`src/design/pcb_pkg.sv`:
```
// ----------------------------------------------------------------------------
// Particle cell binning package
// Shared types, constants and opcodes of the cell binning unit.
// ----------------------------------------------------------------------------
package pcb_pkg;
	localparam int unsigned MAX_CELLS = 1024;
	localparam int unsigned MAX_SLOTS = 16;
	localparam int unsigned CELL_W = $clog2(MAX_CELLS);
	localparam int unsigned SLOT_W = $clog2(MAX_SLOTS);
	localparam int unsigned TAB_W = CELL_W + SLOT_W;

	localparam logic [CELL_W-1:0] CELL_LAST = CELL_W'(MAX_CELLS - 1);
	localparam logic [CELL_W-1:0] CELL_STEP = CELL_W'(1);

	localparam logic [1:0] OP_CLEAR = 2'd0;
	localparam logic [1:0] OP_INSERT = 2'd1;
	localparam logic [1:0] OP_READ = 2'd2;
	localparam logic [1:0] OP_UNUSED = 2'd3;

	localparam logic [1:0] REG_CELL_WIDTH = 2'd0;
	localparam logic [1:0] REG_CELLS_X = 2'd1;
	localparam logic [1:0] REG_CELLS_Y = 2'd2;
	localparam logic [1:0] REG_SLOT_CAP = 2'd3;

	typedef struct packed {
		logic [1:0] opcode;
		logic [CELL_W-1:0] cell_idx;
		logic [SLOT_W-1:0] slot;
	} cmd_t;

	typedef struct packed {
		logic [CELL_W-1:0] cell_index;
		logic [15:0] slot_number;
		logic [15:0] cell_count;
		logic overflow;
		logic [15:0] particle_number;
		logic [15:0] required_capacity;
	} result_t;

	function automatic logic [5:0] sat_cells(input logic [5:0] n);
		if (n == 6'd0) return 6'd1;
		if (n > 6'd32) return 6'd32;
		return n;
	endfunction
endpackage

```
`src/design/pcb_queue.sv`:
```
// ----------------------------------------------------------------------------
// Command queue
// Two-entry queue between the front end and the back end.
// ----------------------------------------------------------------------------
module pcb_queue (
	input  logic clk,
	input  logic arst_n,
	input  logic wr_valid,
	output logic wr_ready,
	input  pcb_pkg::cmd_t wr_cmd,
	output logic rd_valid,
	input  logic rd_ready,
	output pcb_pkg::cmd_t rd_cmd
);
	pcb_pkg::cmd_t buf_q [2];
	logic wp_q, rp_q;
	logic [1:0] cnt_q;
	logic push, pop;

	assign wr_ready = (cnt_q != 2'd2);
	assign rd_valid = (cnt_q != 2'd0);
	assign rd_cmd = buf_q[rp_q];
	assign push = wr_valid && wr_ready;
	assign pop = rd_valid && rd_ready;

	always_ff @(posedge clk) begin
		if (push) begin
			buf_q[wp_q] <= wr_cmd;
		end
	end

	always_ff @(posedge clk or negedge arst_n) begin
		if (!arst_n) begin
			wp_q <= 1'b0;
			rp_q <= 1'b0;
			cnt_q <= '0;
		end else begin
			if (push) wp_q <= ~wp_q;
			if (pop) rp_q <= ~rp_q;
			cnt_q <= cnt_q + 2'(push) - 2'(pop);
		end
	end
endmodule

```
`config.mk`:
```
export PLATFORM = sky130hd
export DESIGN_NAME = pcb_queue
export DESIGN_NICKNAME = d
export VERILOG_FILES = /design/src/design/pcb_pkg.sv /design/src/design/pcb_queue.sv
export SDC_FILE = /design/constraint.sdc
export NUM_CORES = 1
export LEC_CHECK = 0
export BUFFER_PORTS_ARGS = -buffer_cell sky130_fd_sc_hd__clkbuf_2
export CAP_MARGIN = 15
export CORE_ASPECT_RATIO = 0.7
export CORE_MARGIN = 2
export CORE_UTILIZATION = 37
export DETAILED_ROUTE_END_ITERATION = 7
export PLACE_DENSITY = 0.68
export SLEW_MARGIN = 25
export SYNTH_ARGS = -nofsm -noshare
export SYNTH_HDL_FRONTEND = slang
export SYNTH_SLANG_ARGS = --single-unit
```
`constraint.sdc`:
```
create_clock -name clk -period 1.85 [get_ports clk]
set_clock_uncertainty 0.1 [all_clocks]
set_input_delay 0 -clock clk [delete_from_list [all_inputs] [get_ports clk]]
set_output_delay 0 -clock clk [all_outputs]
set_load 0.01 [all_outputs]
```
# Yosys cells after proc, flatten, opt, wreduce, memory -nomap -nowiden
# Memory sizes are Yosys's and may differ from the RTL's.
# Index checks and enable logic that the tools add are counted.
classes:
  addsub: 2
  n_eq_ne: 1
  muxes: 2
  bitwise: 2
  n_reduce_logical: 3
op_table:
  columns: ["operator", "count"]
  rows:
  - ["2-bit by 1-bit adder with 2-bit output", 1]
  - ["1-bit logical AND", 2]
  - ["1-bit two-way mux", 2]
  - ["2-bit != test (second input constant)", 1]
  - ["1-bit inverter", 2]
  - ["2-bit nonzero test", 1]
  - ["2-bit by 1-bit subtractor with 2-bit output", 1]
totals:
  ff_bits: 4
  mem_bits_rw: 32
  inputBits: 20
  output_inout_bits: 18
  n_memories: 1
mem_list:
  columns: ["name", "words", "word_bits", "read_ports", "rd_clocked_by_memory_dff", "write_ports", "line_no", "source"]
  rows:
  - ["buf_q", 2, 16, 1, 0, 1, "pcb_queue.sv:15", "pcb_pkg::cmd_t buf_q [2];"]

# Depth between registers and ports, before layout
# Gate-level depths: netlist of run 1.
logic_depth:
  word_depth: 4
  ltp_mapped: 7

# Least setup slack after synthesis of run 1
# No wires, ideal clock.
synth_path:
  path_kind: "register -> register"
  start: "register cnt_q[1]"
  end: "memory buf_q[0][0] in the netlist's numbering (enable)"
  setup_ns: 0.388
  t_arrival_ns: 1.356
  required_ns: 1.362
  setup_slack_ns: 0.006
  path_stages_with_launch: 4
  synth_period_minus_slack_ns: 1.844
  cell_sequence: "dfrtp_1 > nand2b_1 > nand2_1 > nor2_1"
synth_via:
  elab_chain_len: 4
synth_rtl:
  columns: ["item", "line_no", "source"]
  rows:
  - ["start: declaration", "pcb_queue.sv:17", "logic [1:0] cnt_q;"]
  - ["start signal: assignment", "pcb_queue.sv:40", "cnt_q <= cnt_q + 2'(push) - 2'(pop);"]
  - ["2-bit != test", "pcb_queue.sv:20", "assign wr_ready = (cnt_q != 2'd2);"]
  - ["net wr_ready", "pcb_queue.sv:9", "output logic wr_ready,"]
  - ["1-bit logical AND", "pcb_queue.sv:23", "assign push = wr_valid && wr_ready;"]
  - ["1-bit two-way mux", "pcb_queue.sv:27", "if (push) begin"]
  - ["1-bit two-way mux (not written as such)", "pcb_queue.sv:28", "buf_q[wp_q] <= wr_cmd;"]
  - ["end: declaration", "pcb_queue.sv:15", null]
# The timed path passes the listed nets, and every way through them passes these cells.

# Worst setup path in the final report of run 1
layout_path:
  start: "register cnt_q[0]"
  end: "register cnt_q[1]"
layout_via:
  elab_cells_between_ends: 6
  cone_classes: "add/sub (2); eq/ne (1); reduce/logical (3)"
layout_lines:
  columns: ["item", "line_no", "source"]
  rows:
  - ["2-bit nonzero test", "pcb_queue.sv:21", "assign rd_valid = (cnt_q != 2'd0);"]
  - ["1-bit logical AND", "pcb_queue.sv:24", "assign pop = rd_valid && rd_ready;"]
  - ["net pop", "pcb_queue.sv:18", "logic push, pop;"]
  - ["2-bit by 1-bit subtractor with 2-bit output", "pcb_queue.sv:40", null]
# The timed path passes the listed nets, and every way through them passes these cells.
# A chain may end at the register's enable or synchronous reset.

==> results of run 1 <==
cells in the mapped netlist:
cell and count:
ha_1 2, xor2_1 1, inv_1 1, and3_1 1
dfrtp_1 4, and2_4 1, edfxtp_1 32, nor2_1 1
mux2_2 16, buf_6 2, or2_1 1, nand2_1 1
xnor2_1 3, nand2b_1 1
stage by stage:
stage | power, W | hold WS [ps] | util [%]
2_1_floorplan | 0.001792 | -395.6 | -
3_3_place_gp | 0.002085 | -290.1 | 46.18
3_5_place_dp | 0.002125 | -282.3 | 46.18
4_1_cts | 0.002670 | 332.2 | 54.10
5_1_grt | 0.002877 | 350.5 | 55.02
6_report | 0.002705 | 349.2 | 55.02
critical path, stage by stage (launching register included):
cell and delay (ps):
dfrtp_1 390, or2_1 260, and2_4 170, ha_1 280, inv_1 40, ha_2 170
xnor2_2 130, xnor2_1 120
sequential cells by signal, indices dropped and copies added (netlist names):
name,cells
buf_q,32
cnt_q,2
wp_q,1
rp_q,1
worst max path at each step:
stage,from,endpoint,slack [ps],depth (start not counted)
2_1_floorplan,cnt_q[1],buf_q[0][0],6,3
3_3_place_gp,cnt_q[1],cnt_q[1],130,7
3_5_place_dp,cnt_q[1],cnt_q[1],50,7
4_1_cts,cnt_q[1],cnt_q[1],30,7
5_1_grt,cnt_q[0],cnt_q[1],10,7
6_report,cnt_q[0],cnt_q[1],70,7
kinds of logic (layout without fill, tap and decap cells):
kind of cell	count (synthesis)	count (layout)	synth area share [%]
simple gates	6	6	2.572
xor+xnor	4	4	2.572
flops	36	36	77.87
mux	16	16	13.22
fa+ha+maj	2	2	1.836
buf+inv	3	75	1.928
layout make-up:
type	instances	area, µm²
clock buffers	7	76.32
clock inverters	1	3.754
fillers	319	1590
inverters	1	3.754
multi-input cells	28	285.3
flip-flops and latches	36	1061
well taps	50	62.56
repair buffers	66	452.9
repair_timing:
item                                   4_1_cts  5_1_grt
endpoints found under the hold margin       38        0
hold buffers                                20        0
setup endpoints to repair                    0        1
buffers inserted                             0        3
resized for setup                            0        2
cell usage in the layout (no fill, tap or decap):
cell type and instances:
clkbuf_2 37, and3_1 1, edfxtp_1 32, xor2_1 1
nand2b_1 1, nor2_1 1, xnor2_1 2, clkbuf_1 2
ha_1 1, dfrtp_1 4, or2_1 1, clkinv_1 1
inv_1 1, dlygate4sd3_1 20, nand2_1 1, buf_4 9
and2_4 1, xnor2_2 1, clkbuf_8 5, ha_2 1
mux2_2 16
per-layer routing:
layer  track usage, %  vias up  wire, µm
met3            4.620        5       131
met5                0        -         0
met4            6.364        0        26
li1                 -      393         -
met2            22.71       31      1161
met1            13.52      414       997
power groups by stage:
stage / clock (W) / combinational [W] / sequential (W)
after CTS: 0.000524 / 0.000957 / 0.00119
after global routing: 0.000561 / 0.00111 / 0.00120
after detailed placement: 0 / 0.000919 / 0.00121
after global placement: 0 / 0.000894 / 0.00119
after floorplan: 0 / 0.000605 / 0.00119
final: 0.000505 / 0.00102 / 0.00118
==> flow_summary.toml, run 1 <==
[floorplanning]
pin_count = 38
rows = 18
fp.dieW_um = 76.53
die_area_mm2 = 0.004192
initial_core_util_pct = 38.54
die_h_um = 54.77
core_area_mm2 = 0.003536

[yosys]
yosysWarnings = 0
yosysUniqueCellTypes = 14
synthCells = 67
synth_area_mm2 = 0.001363
syn_nets = 89
ys_seq_elements = 36
post-synth-top-area-fraction_pct = 70.52
yosys.area.top_type = "edfxtp_1"
synth.avg_cell_area_um2 = 20.34
ys_seq_area_share_pct = 77.87
synth.top_cells.by_area = "edfxtp_1 71%, mux2_2 13%, dfrtp_1 7.3%"

[power_and_ir_drop]
p_seq_share_pct = 43.7
p_comb_share_pct = 37.7
peakVddDrop_v = 0.0006425
p_int_w = 0.001919
clock_power_share_pct = 18.7
leakage_nw = 0.7822
p_switching_w = 0.0007856
p_per_area_mw_per_mm2 = 1390
swShare_pct = 29.04

[placement]
gp_congestion = 0.6120
pre_cts_slack_ps = 52.88
numPortBuffers = 37
hpwl_mm = 1.583
placed_area_mm2 = 0.001633
place_inst = 158

[min_path]
worstHoldStart = "wr_cmd[7]"
hp-class = "in2reg"
holdPathStages = 2
worstHoldEndpoint = "buf_q[0][7]"

[detailed_routing]
antenna_left = 0
first_pass_iters = 4
wire_per_inst_um = 12.25
drt_wl_total_mm = 2.316
route.detailed.drc = 0
vias = 843
drtIter0Drc = 51
viasPerCell = 4.460

[timing]
hold_violations = 0
setup_viol = 0
fmax_ghz = 0.5631
timing.setup.tns_ps = 0
worst_slack_ps = 74.09
max_slew_margin_pct = 86.70
worst_pin_slew_ps = 198.9
finalCritPeriodShare_pct = 96.00
slew_viol_final = 0
final.min_clock_period_ps = 1776
rsz0062_at_grt = "false"

[grt]
track_usage_pct = 12.53
overflow = 0
grt_start_max_net_pins = 12
grt_pass1_vias = 846
antenna_found_initial = 0
grt_pass1_wl_mm = 3.726

[clocking]
clkLatencyLatePin_ps = 270
cts_inserted_buffers = 5
cts.sinks = 36
clockBufferDepth = 2
cts-root-buf = "clkbuf_8"
htree_levels = 2
clkTransAtPathRegs_ps = 60
cts_tree = "built"

[critical_path]
worstPathRequired_ps = 1910
reg2reg_from = "cnt_q[0]"
reg2reg_depth = 7
worst_ep_arrival_time_ps = 1840
r2r_slack_ps = 70
start_kind = "flip-flop"
r2r-end = "cnt_q[1]"
end_kind = "flip-flop"
critPathKind = "reg2reg"
critPathMaxFanout = 3

[finish]
stdcell_count = 189
antenna_cells = 0
layout-drive-gt1-share_pct = 50.36
final_area_mm2 = 0.001946
area_growth_pct = 42.79
nets = 160

[outcome]
status = "completed"

[job]
drv_cap = 0
No activity file was read; power rests on OpenSTA's default activity.
==> run 2, diff against run 1 <==
- PLACE_DENSITY: 0.68 -> default
- PLACE_DENSITY_LB_ADDON: default -> 0.1
==> run 2 against run 1 <==
Core utilization rose by 0.46 points. First-iteration DRC count fell by 76%. Combinational power fell by 5%. Via count fell by 6.9%. Sequential cell count did not move. Clock-buffer cell count fell by 2. Worst hold slack barely moved.
==> flow_summary.toml, run 2 (same netlist as run 1, synthesis figures left out) <==
[clocking]
clockBufferDepth = 2
clkLatencyLatePin_ps = 280
cts_tree = "built"
cts-root-buf = "clkbuf_8"
cts_inserted_buffers = 5
htree_levels = 2
clkTransAtPathRegs_ps = 70
cts.sinks = 36

[critical_path]
slowest_delay_ps = 390
worst_ep_arrival_time_ps = 1830
end_kind = "flip-flop"
r2r-end = "cnt_q[1]"
worst_path_max_delay_cell = "dfrtp_1"
cp_cell_sequence = "or2_1, and2_4, ha_1, inv_1, ha_2, xnor2_2, xnor2_1"
critPathKind = "reg2reg"
r2r_slack_ps = 90
reg2reg_from = "cnt_q[0]"
start_kind = "flip-flop"
worstPathRequired_ps = 1920
reg2reg_depth = 7
critPathMaxFanout = 3

[grt]
track_usage_pct = 12.94
grt_start_max_net_pins = 12
grt_pass1_vias = 816
antenna_found_initial = 0
grt_pass1_wl_mm = 3.746
overflow = 0

[detailed_routing]
wire_per_inst_um = 12.84
first_pass_iters = 4
drt_wl_total_mm = 2.388
antenna_left = 0
drtIter0Drc = 12
vias = 785
route.detailed.drc = 0
viasPerCell = 4.220

[finish]
top_register = "buf_q"
largest_reg_flops = 32
stdcell_count = 186
nets = 157
area_growth_pct = 43.99
mostFrequentLayoutCell = "clkbuf_2"
seq_area_mm2 = 0.001061
layout-drive-gt1-share_pct = 50.00
antenna_cells = 0
nFillCells = 312
multi_input_area_um2 = 285.3
final_area_mm2 = 0.001962
final_cell_mix = "37 x clkbuf_2, 32 x edfxtp_1, 20 x dlygate4sd3_1"
largestRegisters = "buf_q x32, cnt_q x2"

[power_and_ir_drop]
p_comb_share_pct = 34.4
leakage_nw = 0.7841
p_per_area_mw_per_mm2 = 1441
swShare_pct = 28.17
p_seq_share_pct = 42.7
p_switching_w = 0.0007962
peakVddDrop_v = 0.0008608
clock_power_share_pct = 22.9
p_int_w = 0.002030

[timing]
setup_viol = 0
timing.setup.tns_ps = 0
finalCritPeriodShare_pct = 95.36
max_slew_margin_pct = 74.78
hold_violations = 0
fmax_ghz = 0.5668
final.min_clock_period_ps = 1764
worst_pin_slew_ps = 378.3
slew_viol_final = 0

[floorplanning]
die_area_mm2 = 0.004192
die_h_um = 54.77
fp.dieW_um = 76.53
pin_count = 38
rows = 18
core_area_mm2 = 0.003536
initial_core_util_pct = 38.54

[outcome]
status = "completed"

[placement]
numPortBuffers = 37
placed_area_mm2 = 0.001638
hpwl_mm = 1.501
gp_congestion = 0.7564
place_inst = 157

[min_path]
hp-class = "in2reg"
worstHoldStart = "wr_cmd[9]"
holdPathStages = 2
worstHoldEndpoint = "buf_q[1][9]"

[job]
drv_cap = 0
run 2: cell count changes in the layout (fill, tap and decap cells not counted), sizes merged:
cell,change
clkinv,+1
bufinv,+1
clkbuf,-2
buf,-3
run 2: cell type report:
class | count | area share (%)
multi-input cells | 28 | 14.54
flip-flops and latches | 36 | 54.08
inverters | 1 | 0.1913
clock inverters | 3 | 1.913
repair buffers | 63 | 22.58
well taps | 50 | 3.189
clock buffers | 5 | 3.508
run 2: per-stage QoR:
step / utilization (%) / hold slack, ps / setup slack (ps) / power, W
3_3_place_gp: 46.32 / -288.6 / 117.6 / 0.002113
2_1_floorplan: - / -395.6 / 5.560 / 0.001792
4_1_cts: 54.99 / 331.3 / 57.32 / 0.002824
6_report: 55.48 / 348.8 / 85.84 / 0.002826
5_1_grt: 55.48 / 333.7 / -2.114 / 0.003012
3_5_place_dp: 46.32 / -285.2 / 76.67 / 0.002130
run 2: critical path, delay by kind of cell, from the launching register on:
kind | cells | cell delay (ps)
XOR/XNOR | 2 | 250
adder cells (fa/ha/maj) | 2 | 450
buffers and inverters | 1 | 40
flip-flops | 1 | 390
AND/OR/NAND/NOR | 2 | 420
run 2: what timing repair did:
item,4_1_cts,5_1_grt
hold buffers,20,0
buffers inserted,0,1
gates resized for setup,0,2
setup endpoints to repair,0,1
hold endpoints to repair,38,0
run 2: metal layers:
metal  track usage, %  routed length (µm)  up-vias
met5                0                   0        -
met3            7.096                 142        2
li1                 -                   -      388
met2            22.12                1272       23
met4            5.455                  10        0
met1            13.80                 962      372
run 2: power groups by stage:
stage	logic (W)	clock network, W	registers, W
2_1_floorplan	0.000605	0	0.00119
3_3_place_gp	0.000896	0	0.00122
3_5_place_dp	0.000901	0	0.00123
4_1_cts	0.000938	0.000672	0.00121
5_1_grt	0.00107	0.000707	0.00123
6_report	0.000972	0.000647	0.00121
run 2: how the worst max path moves through the flow:
stage,startpoint,to,slack (ps),cells after the start
floorplan,cnt_q[1],buf_q[0][0],6,3
global placement,cnt_q[1],cnt_q[1],120,7
detailed placement,cnt_q[1],cnt_q[1],80,7
CTS,cnt_q[1],cnt_q[1],60,7
global route,cnt_q[0],cnt_q[1],-2,7
finish,cnt_q[0],cnt_q[1],90,7
