`src/design/pcb_pkg.sv`:
```
// ----------------------------------------------------------------------------
// Particle cell binning package
// Shared types, constants and opcodes of the cell binning unit.
// ----------------------------------------------------------------------------
package pcb_pkg;
	localparam int unsigned MAX_CELLS = 1024;
	localparam int unsigned MAX_SLOTS = 16;
	localparam int unsigned CELL_W = $clog2(MAX_CELLS);
	localparam int unsigned SLOT_W = $clog2(MAX_SLOTS);
	localparam int unsigned TAB_W = CELL_W + SLOT_W;

	localparam logic [CELL_W-1:0] CELL_LAST = CELL_W'(MAX_CELLS - 1);
	localparam logic [CELL_W-1:0] CELL_STEP = CELL_W'(1);

	localparam logic [1:0] OP_CLEAR = 2'd0;
	localparam logic [1:0] OP_INSERT = 2'd1;
	localparam logic [1:0] OP_READ = 2'd2;
	localparam logic [1:0] OP_UNUSED = 2'd3;

	localparam logic [1:0] REG_CELL_WIDTH = 2'd0;
	localparam logic [1:0] REG_CELLS_X = 2'd1;
	localparam logic [1:0] REG_CELLS_Y = 2'd2;
	localparam logic [1:0] REG_SLOT_CAP = 2'd3;

	typedef struct packed {
		logic [1:0] opcode;
		logic [CELL_W-1:0] cell_idx;
		logic [SLOT_W-1:0] slot;
	} cmd_t;

	typedef struct packed {
		logic [CELL_W-1:0] cell_index;
		logic [15:0] slot_number;
		logic [15:0] cell_count;
		logic overflow;
		logic [15:0] particle_number;
		logic [15:0] required_capacity;
	} result_t;

	function automatic logic [5:0] sat_cells(input logic [5:0] n);
		if (n == 6'd0) return 6'd1;
		if (n > 6'd32) return 6'd32;
		return n;
	endfunction
endpackage

```
`src/design/pcb_front.sv`:
```
// ----------------------------------------------------------------------------
// Cell binning front end
// Accepts words and, for inserts, divides positions by the cell width
// bit-serially and forms the clamped row-major cell index.
// ----------------------------------------------------------------------------
module pcb_front (
	input  logic clk,
	input  logic arst_n,
	input  logic in_valid,
	output logic in_ready,
	input  logic [1:0] opcode,
	input  logic [31:0] x_position,
	input  logic [31:0] y_position,
	input  logic [pcb_pkg::CELL_W-1:0] read_cell,
	input  logic [pcb_pkg::SLOT_W-1:0] read_slot,
	input  logic [31:0] cell_width,
	input  logic [5:0] cells_x,
	input  logic [5:0] cells_y,
	output logic cmd_valid,
	input  logic cmd_ready,
	output pcb_pkg::cmd_t cmd
);
	localparam logic [1:0] ST_IDLE = 2'd0;
	localparam logic [1:0] ST_DIV = 2'd1;
	localparam logic [1:0] ST_IDX = 2'd2;
	localparam logic [1:0] ST_OUT = 2'd3;

	logic [1:0] state_q;
	logic [4:0] bit_q;
	logic [31:0] qx_q, qy_q, rx_q, ry_q, nx_q, ny_q;
	logic [5:0] bx_q, by_q;
	pcb_pkg::cmd_t cmd_q;
	logic [32:0] rx_sh, ry_sh;
	logic [5:0] lx, ly;
	logic [11:0] idx;

	assign rx_sh = {rx_q, nx_q[31]};
	assign ry_sh = {ry_q, ny_q[31]};
	assign lx = pcb_pkg::sat_cells(cells_x) - 6'd1;
	assign ly = pcb_pkg::sat_cells(cells_y) - 6'd1;
	assign idx = 12'(by_q) * 12'(pcb_pkg::sat_cells(cells_x)) + 12'(bx_q);

	assign in_ready = (state_q == ST_IDLE);
	assign cmd_valid = (state_q == ST_OUT);
	assign cmd = cmd_q;

	always_ff @(posedge clk or negedge arst_n) begin
		if (!arst_n) begin
			state_q <= ST_IDLE;
			bit_q <= '0;
		end else begin
			unique case (state_q)
				ST_IDLE: begin
					if (in_valid) begin
						cmd_q.opcode <= opcode;
						cmd_q.cell_idx <= read_cell;
						cmd_q.slot <= read_slot;
						nx_q <= x_position;
						ny_q <= y_position;
						rx_q <= '0;
						ry_q <= '0;
						bit_q <= '0;
						state_q <= (opcode == pcb_pkg::OP_INSERT) ? ST_DIV : ST_OUT;
					end
				end
				ST_DIV: begin
					nx_q <= {nx_q[30:0], 1'b0};
					ny_q <= {ny_q[30:0], 1'b0};
					if (rx_sh >= {1'b0, cell_width}) begin
						rx_q <= 32'(rx_sh - {1'b0, cell_width});
						qx_q <= {qx_q[30:0], 1'b1};
					end else begin
						rx_q <= rx_sh[31:0];
						qx_q <= {qx_q[30:0], 1'b0};
					end
					if (ry_sh >= {1'b0, cell_width}) begin
						ry_q <= 32'(ry_sh - {1'b0, cell_width});
						qy_q <= {qy_q[30:0], 1'b1};
					end else begin
						ry_q <= ry_sh[31:0];
						qy_q <= {qy_q[30:0], 1'b0};
					end
					bit_q <= bit_q + 5'd1;
					if (bit_q == 5'd31) begin
						state_q <= ST_IDX;
					end
				end
				ST_IDX: begin
					// A zero width gives all ones above, which clamps as required.
					bx_q <= (qx_q > 32'(lx)) ? lx : qx_q[5:0];
					by_q <= (qy_q > 32'(ly)) ? ly : qy_q[5:0];
					bit_q <= 5'd1;
					if (bit_q == 5'd1) begin
						cmd_q.cell_idx <= idx[pcb_pkg::CELL_W-1:0];
						state_q <= ST_OUT;
					end
				end
				ST_OUT: begin
					if (cmd_ready) begin
						state_q <= ST_IDLE;
					end
				end
				default: state_q <= ST_IDLE;
			endcase
		end
	end
endmodule

```
`config.mk`:
```
export PLATFORM = sky130hd
export DESIGN_NAME = pcb_front
export DESIGN_NICKNAME = d
export VERILOG_FILES = /design/src/design/pcb_pkg.sv /design/src/design/pcb_front.sv
export SDC_FILE = /design/constraint.sdc
export NUM_CORES = 1
export LEC_CHECK = 0
export ABC_AREA = 1
export BUFFER_PORTS_ARGS = -buffer_cell sky130_fd_sc_hd__buf_2
export CAP_MARGIN = 0
export CORE_MARGIN = 5
export CORE_UTILIZATION = 65
export CTS_CLUSTER_DIAMETER = 50
export DETAILED_ROUTE_END_ITERATION = 8
export GPL_TIMING_DRIVEN = 0
export PLACE_DENSITY = 0.87
export SYNTH_ARGS = -nofsm -noshare
export SYNTH_HDL_FRONTEND = slang
export SYNTH_SLANG_ARGS = --single-unit
```
`constraint.sdc`:
```
create_clock -name clk -period 7.5 [get_ports clk]
set_clock_uncertainty 0.05 [all_clocks]
set_input_delay 0.75 -clock clk [delete_from_list [all_inputs] [get_ports clk]]
set_output_delay 0.75 -clock clk [all_outputs]
set_load 0.005 [all_outputs]
```
After elaboration in Yosys (flattened, before gate mapping)
Index checks and enable logic that the tools add are counted.
- register bits after elaboration: 227
- latch bits: 0
- RAM bits: 0
- ROM bits: 0
- input bits: 128
- output and inout port bits: 18
- word-level logic and storage cells: 87
- memories kept: 0
- add/sub/neg operators: 6
- multiply operators: 1
- divide/modulo/power cells: 0
- magnitude comparators: 6
- eq/ne operators: 10
- shifts and indexed selects: 0
- mux-type cells: 38
- bitwise logic cells: 0
- reduce and logical (&&, ||, !) cells: 13
- operators with widths (cell ; count):
    case mux 32 bit (2 select lines) ; 4
    two-way mux 32 bit ; 5
    >= comparator 33 x 32 -> 1 bit ; 2
    > comparator 32 x 6 -> 1 bit ; 2
    subtractor 32 bit ; 2
    two-way mux 6 bit ; 10
    case mux 10 bit (2 select lines) ; 1
    case mux 5 bit (3 select lines) ; 1
    two-way mux 14 bit ; 1
    > comparator 6 bit (second input constant) ; 2
    logical NOT 6 bit ; 2
    subtractor 6 x 1 -> 6 bit (second input constant) ; 2
    adder 10 x 6 -> 10 bit ; 1
    multiplier 6 x 6 -> 10 bit ; 1
    two-way mux 10 bit ; 1
    two-way mux 2 bit ; 5
    two-way mux 1 bit ; 8
    case mux 2 bit (4 select lines) ; 1
    AND reduction 4 bit ; 2
    inequality test 2 bit (second input constant) ; 3
    AND reduction 2 bit ; 3
    AND reduction 3 bit ; 2
    adder 5 x 1 -> 5 bit (second input constant) ; 1
    equality test 5 x 1 -> 1 bit (second input constant) ; 1
    8 further kinds ; 11

Longest topological paths before layout
Gate-level depths: netlist (run 1).
- depth in word-level cells: 9
- gate-level depth with buffers: 21
- gate-level depth less buffers: 21

Worst setup path before layout (run 1)
OpenSTA, ideal clock, no wires.
- path kind: input port to flip-flop
- start: input port cells_x[5]
- end: register cmd_q (netlist bit cmd[12]), data pin
- library setup time: 258 ps
- data arrival time: 4516 ps
- required time: 7192 ps
- path slack: 2676 ps
- stages on the path: 18
- path buffers: 1
- cells stage by stage: clkbuf_1 nand2_1 nand2_1 nor2_1 fa_1 inv_1 fa_1 inv_1 fa_1 inv_1 fa_1 inv_1 ha_1 a21oi_1 o311ai_0 a21oi_1 o21ai_0 nand2_1
- word-level cells in the longest chain between the ends: 9
- elaborated cells on any way between the ends: 12
- those cells by class: add/sub: 1; mul: 1; order compare: 1; mux: 8; reduce/logical: 1
- ends and longest elaborated chain (element ; RTL line ; source):
    from (decl) ; pcb_front.sv:17 ; input logic [5:0] cells_x,
    > comparator 6 bit ; pcb_pkg.sv:42 ; if (n > 6'd32) return 6'd32;
    two-way mux 1 bit (2 in series) ; pcb_pkg.sv:42 ;
    two-way mux 6 bit ; pcb_pkg.sv:43 ; return n;
    two-way mux 6 bit (*) ; pcb_pkg.sv:42 ;
    multiplier 6 x 6 -> 10 bit (*) ; pcb_front.sv:41 ; assign idx = 12'(by_q) * 12'(pcb_pkg::sat_cells(cells_x)) + 12'(bx_q);
    adder 10 x 6 -> 10 bit (*) ; pcb_front.sv:41 ;
    two-way mux 10 bit (*) ; pcb_front.sv:93 ; if (bit_q == 5'd1) begin
    case mux 10 bit (2 select lines) (*) ; pcb_front.sv:52 ; unique case (state_q)
    to (decl) ; pcb_front.sv:32 ; pcb_pkg::cmd_t cmd_q;
Mark *: on every way between the ends. The rest lies on a longest branch, timed or not. The select of a mux whose other input is x is not followed.
A chain may end at the register's enable or synchronous reset.

Worst setup path after layout (run 1)
- start: input port cells_x[2]
- end: register cmd_q (netlist bit cmd[12]), data pin
Same word-level chain as after synthesis.

==> results.sh, run 1 <==
export IMPL_outcome="complete, no violations"
export IMPL_async_flop_share_pct=3.08
export IMPL_fin_crit_sh_pct=64.8
export IMPL_dr_pass1_iters=6
export IMPL_synth_seq_area_share_pct=39.9
export IMPL_powerDensity_mw_per_mm2=322
export IMPL_synth_seq_cells=227
export IMPL_syn_area_per_cell_um2=7.33
export IMPL_syn_inst=2316
export IMPL_post_dp_hpwl_um=36100
export IMPL_die_x_um=172
export IMPL_drtAntennaViolNets=0
export IMPL_ys_flop_type="edfxtp_1"
export IMPL_critPathCaptureType="register"
export IMPL_synth_enable_flop_cells=220
export IMPL_hold_viol=0
export IMPL_cts_tree="built"
export IMPL_worstHoldPathType="in -> async"
export IMPL_start_kind="primary input"
export IMPL_cts_buffers=34
export IMPL_min_period_ns=4.86
export IMPL_r2r_start="by_q[3]"
export IMPL_ff2ff_setup_slack_ns=3.12
export IMPL_io_pins=146
export IMPL_cts_resized=0
export IMPL_power_mw=6.21
export IMPL_dp_cells=2798
export IMPL_rows=59
export IMPL_h_tree_depth=2
export IMPL_nNetsFinal=2757
export IMPL_yosysUniqueCellTypes=43
export IMPL_wl_per_cell_um=16.5
export IMPL_ir_drop_mv=0.290
export IMPL_rsz0062_at_grt="false"
export IMPL_die_area_mm2=0.0295
export IMPL_reg2reg_depth=16
export IMPL_cts_sinks=227
export IMPL_final_instance_count_excl_fill=2859
export IMPL_p_leak_nw=10.1
export IMPL_path_clk_slew_ns=0.06
export IMPL_gp_congestion=0.980
export IMPL_crit_arrival_ns=5.08
export IMPL_setup_viol=0
export IMPL_antenna_found_initial=3
export IMPL_drv_cap=0
export IMPL_drt_first_iter_violations=1367
export IMPL_maxSlewViolCount=0
export IMPL_hold_worst_slack_ns=0.0295
export IMPL_yosysWarnings=0
export IMPL_syn_cell_area_mm2=0.0170
export IMPL_overflow=0
export IMPL_grt_pass1_wl_um=75300
export IMPL_core_area_mm2=0.0259
export IMPL_drive_gt1_share_pct=11.4
export IMPL_die_h_um=172
export IMPL_hold_buffers=0
export IMPL_clock_tree_root_cell="clkbuf_16"
export IMPL_worstReg2RegEnd="cmd[12]"
export IMPL_synthToLayoutAreaGrowth_pct=13.5
export IMPL_grt_usage_pct=32.1
export IMPL_slew_headroom_pct=47.2
export IMPL_clock_latency_ns=0.52
export IMPL_fin_setup_tns_ns=0
export IMPL_grt_pass1_vias=15144
export IMPL_tightestPinTransition_ns=0.785
export IMPL_cp_max_fo=6
export IMPL_cts_setup_buffers=0
export IMPL_via_per_inst=5.39
export IMPL_critPathKind="in -> reg"
export IMPL_routed_via_count=15419
export IMPL_grt_max_degree=71
export IMPL_max_freq_mhz=206
export IMPL_routed_wl_um=47200
export IMPL_clk_path_buf_depth=3
export IMPL_drc_errors=0
export IMPL_start_util_pct=65.5
export IMPL_port_buffers=144
export IMPL_required_ns=7.72
==> power by group <==
group          leakage [nW]  switching (mW)  internal [mW]
logic                  7.40            1.81          0.873
clock network         0.523           0.597          0.957
registers              2.14           0.134           1.84
==> synth_stat cells (4+ instances only) <==
cell	number	share of area [%]
nor3_1	10	0.29
nand2_2	5	0.18
inv_1	433	9.6
or2_2	7	0.26
inv_2	14	0.31
xnor2_1	4	0.21
a21oi_1	102	3.0
fa_1	21	2.5
edfxtp_1	220	39
nor2_1	212	4.7
a21boi_0	6	0.27
nand4_1	23	0.85
nor2_2	10	0.37
buf_4	6	0.27
clkbuf_1	22	0.49
ha_1	109	8.0
nand2_1	845	19
buf_2	13	0.38
nor4_1	12	0.44
and2_1	15	0.55
dfrtp_1	7	1.0
nand3_1	108	3.2
nand3_2	25	1.5
o21ai_0	17	0.50
buf_6	7	0.46
xor2_1	36	1.9
==> area by class of cell <==
cell class | count | area, um^2
clock buffers | 40 | 895
fillers | 1958 | 6640
multi-input cells | 1595 | 8250
flip-flops and latches | 227 | 6780
repair buffers | 146 | 768
clock inverters | 18 | 194
plain buffers | 48 | 272
well taps | 335 | 419
inverters | 447 | 1680
diodes | 3 | 7.51
==> cell families after synthesis <==
logic type      count (synthesis)  share of synthesized area (%)
compound gates                141                           4.49
fa+ha+maj                     130                           10.5
xor+xnor                       40                           2.06
flops                         227                           39.9
simple gates                 1282                           31.5
buf+inv                       495                           11.5
other cells                     1                         0.0221
==> how the worst max path moves through the flow <==
stage	startpoint	to	slack, ns	cells after the start
after floorplan	cells_x[5]	cmd[12]	2.68	18
after global placement	state_q[1]	rx_q[19]	1.59	6
after detailed placement	cells_x[2]	cmd[12]	2.17	20
after CTS	cells_x[2]	cmd[12]	2.67	20
after global routing	cells_x[2]	cmd[12]	2.24	20
final	cells_x[2]	cmd[12]	2.64	20
==> per-stage QoR <==
stage | instance area, um^2 | setup WS [ns] | utilization, %
6_report | 19300 | 2.64 | 74.4
4_1_cts | 19300 | 2.67 | 74.3
3_5_place_dp | 18200 | 2.17 | 70.1
2_1_floorplan | 17000 | 2.68 | -
5_1_grt | 19300 | 2.24 | 74.4
3_3_place_gp | 18100 | 1.59 | 69.9
==> layer usage <==
metal / track usage [%] / share of wire, %
met1: 43.5 / 42
met2: 53.9 / 48
met3: 3.68 / 7.0
met4: 11.0 / 3.4
met5: 0 / 0.028
==> worst max-delay path, cell delays in order <==
cell	delay [ns]
buf_2	0.12
nor2_1	0.10
nand3_1	0.11
nand2_1	0.14
nand2_1	0.20
inv_1	0.18
nand2_1	0.09
fa_1	0.48
fa_1	0.56
inv_1	0.06
fa_1	0.53
inv_1	0.05
fa_1	0.50
inv_1	0.04
ha_1	0.36
a21oi_1	0.09
o311ai_0	0.40
a21oi_1	0.11
o21ai_0	0.11
nand2_1	0.08
==> flip-flops by register name (all words and copies together) (netlist names), 6 cells and up <==
register and cells:
cmd 16, ry_q 32, ny_q 32, nx_q 32, rx_q 32, bx_q 6, qx_q 32, by_q 6
qy_q 32
==> cells in the final DEF, fill, tap and decap left out, types with 3 or more instances in the layout <==
cell type / count
nand2_1: 845
inv_1: 431
edfxtp_1: 220
nor2_1: 212
buf_2: 157
ha_1: 109
nand3_1: 108
a21oi_1: 102
xor2_1: 36
clkbuf_16: 35
clkbuf_1: 27
nand3_2: 25
nand4_1: 23
fa_1: 21
o21ai_0: 17
inv_2: 15
and2_1: 15
nor4_1: 12
nor2_2: 10
nor3_1: 9
or2_2: 7
buf_6: 7
dfrtp_1: 7
clkinv_1: 7
a21boi_0: 6
buf_4: 6
nand2_2: 5
xnor2_1: 4
diode_2: 3
a211oi_1: 3
and3_1: 3
bufinv_16: 3
Power figures use the tool's default switching activity.
==> run 2: changes to the inputs <==
--- a/config.mk
+++ b/config.mk
@@ -9,11 +9,11 @@
 export BUFFER_PORTS_ARGS = -buffer_cell sky130_fd_sc_hd__buf_2
 export CAP_MARGIN = 0
 export CORE_MARGIN = 5
-export CORE_UTILIZATION = 65
+export CORE_UTILIZATION = 61
 export CTS_CLUSTER_DIAMETER = 50
 export DETAILED_ROUTE_END_ITERATION = 8
 export GPL_TIMING_DRIVEN = 0
-export PLACE_DENSITY = 0.87
+export PLACE_DENSITY = 0.82
 export SYNTH_ARGS = -nofsm -noshare
 export SYNTH_HDL_FRONTEND = slang
 export SYNTH_SLANG_ARGS = --single-unit
==> constraint.sdc (replaced) <==
create_clock -name clk -period 4.9 [get_ports clk]
set_clock_uncertainty 0.05 [all_clocks]
set_input_delay 0.49 -clock clk [delete_from_list [all_inputs] [get_ports clk]]
set_output_delay 0.49 -clock clk [all_outputs]
set_load 0.005 [all_outputs]
==> run 2 against run 1 <==
Non-clock buffer count grew 1. Sequential cell count is the same. Sequential power grew 53%. Worst setup slack lost 2.4 ns. Global-route usage shrank 4.0 points. Critical path type unchanged. Critical endpoint unchanged. Largest power group unchanged.
==> results.sh, run 2 (same netlist as run 1, synthesis figures left out) <==
export IMPL_outcome="complete, no violations"
export IMPL_ir_drop_mv=0.366
export IMPL_powerDensity_mw_per_mm2=482
export IMPL_core_area_mm2=0.0276
export IMPL_path_clk_slew_ns=0.06
export IMPL_routed_via_count=15247
export IMPL_cts_buffers=31
export IMPL_dr_pass1_iters=6
export IMPL_die_h_um=177
export IMPL_holdPathStages=1
export IMPL_cpMaxStageDelayCell="fa_1"
export IMPL_post_place_ws_ns=-0.200
export IMPL_cts_resized=0
export IMPL_grt_usage_pct=28.0
export IMPL_routed_wl_um=44400
export IMPL_hold_worst_slack_ns=0.0576
export IMPL_gp_congestion=1.04
export IMPL_grt_pass1_vias=14675
export IMPL_tightestPinTransition_ns=0.799
export IMPL_grt_busiest_layer="met2"
export IMPL_required_ns=5.15
export IMPL_start_kind="primary input"
export IMPL_drv_cap=0
export IMPL_postPlaceCellArea_mm2=0.0182
export IMPL_rows=61
export IMPL_wl_per_cell_um=15.3
export IMPL_clk_path_buf_depth=3
export IMPL_slew_headroom_pct=46.4
export IMPL_grt_max_degree=73
export IMPL_overflow=0
export IMPL_nNetsFinal=2755
export IMPL_cts_sinks=227
export IMPL_die_area_mm2=0.0313
export IMPL_cp_max_fo=10
export IMPL_grtUsageMet1_pct=36.8
export IMPL_setup_viol=0
export IMPL_multiInputGateArea_mm2=0.00825
export IMPL_critPathKind="in -> reg"
export IMPL_final_common_cell="nand2_1"
export IMPL_hold_viol=0
export IMPL_die_x_um=177
export IMPL_worstHoldPathType="in -> reg"
export IMPL_clock_tree_root_cell="clkbuf_16"
export IMPL_drc_errors=0
export IMPL_port_buffers=144
export IMPL_start_util_pct=61.4
export IMPL_grt_pass1_wl_um=70900
export IMPL_stdcell_area_mm2=0.0193
export IMPL_max_stage_delay_ns=0.53
export IMPL_reg2reg_depth=16
export IMPL_drive_gt1_share_pct=11.7
export IMPL_drtAntennaViolNets=0
export IMPL_critPathCaptureType="register"
export IMPL_grtUsageMet2_pct=47.3
export IMPL_h_tree_depth=1
export IMPL_post_dp_hpwl_um=34900
export IMPL_crit_arrival_ns=4.89
export IMPL_min_period_ns=4.64
export IMPL_final_cell_mix="nand2_1 (845), inv_1 (431), edfxtp_1 (220)"
export IMPL_p_leak_nw=10.0
export IMPL_via_per_inst=5.25
export IMPL_drt_first_iter_violations=1292
export IMPL_io_pins=146
export IMPL_fin_ws_ns=0.262
export IMPL_antenna_found_initial=4
export IMPL_fin_crit_sh_pct=94.6
export IMPL_clock_latency_ns=0.56
export IMPL_maxSlewViolCount=0
export IMPL_synthToLayoutAreaGrowth_pct=13.6
export IMPL_rsz0062_at_grt="false"
export IMPL_max_freq_mhz=216
export IMPL_cts_tree="built"
export IMPL_layout_area_seq_mm2=0.00678
export IMPL_met3_usage_pct=4.51
export IMPL_critical_path_cell_chain="clkbuf_1, nor2_1, o21ai_2, nor2_1, fa_1, inv_1, fa_1, inv_1, fa_1, inv_1, fa_1, inv_1, ha_1, a21oi_1, o311ai_0, a21oi_1, o21ai_0, nand2_1"
export IMPL_nFillCells=2343
run 2: what timing repair did:
action / 4_1_cts / 5_1_grt
hold endpoints to repair: 7 / 0
hold buffers: 1 / 0
setup buffers: 0 / 0
run 2: per-layer routing:
metal  share of wire, %  routed length [um]
met1                 42               18700
met2                 47               20900
met3                7.1                3160
met4                3.6                1600
met5                  0                   0
run 2: stage by stage:
stage                     setup TNS (ns)  std cells  power (mW)  util (%)
after floorplan                        0       2317        5.97         -
after global placement           -144.89       2839        6.95      65.8
after detailed placement          -0.200       2841        7.04      66.0
after CTS                              0       2900        9.29      69.7
after global routing                   0       2904        9.99      69.8
final                                  0       2904        9.29      69.8
run 2: power by group:
group	switching, mW	internal [mW]
registers	0.198	2.82
logic	2.72	1.34
clock network	0.928	1.29
run 2: final cells by class:
| cell class | instances | area share [%] |
|---|---|---|
| flip-flops and latches | 227 | 35.2 |
| well taps | 378 | 2.45 |
| clock buffers | 32 | 4.04 |
| diodes | 4 | 0.0519 |
| clock inverters | 26 | 1.29 |
| inverters | 447 | 8.73 |
| plain buffers | 48 | 1.41 |
| repair buffers | 147 | 4.04 |
| multi-input cells | 1595 | 42.8 |
run 2: path summary, 6_finish.rpt:
kind                            end  slack [ns]          from
max reg2reg                 cmd[12]        0.39       by_q[3]
max                         cmd[12]        0.26    cells_x[5]
min                          cmd[0]        0.06  read_slot[0]
min reg2reg                qx_q[29]        0.40      qx_q[28]
max in group asynchronous  bit_q[0]        4.32        arst_n
min in group asynchronous  bit_q[1]        0.28        arst_n
run 2: critical path: cells and delay by family:
kind            cells  cell delay [ns]
buf+inv             5             0.47
compound gates      5             1.22
fa+ha+maj           5             2.38
simple gates        3             0.30
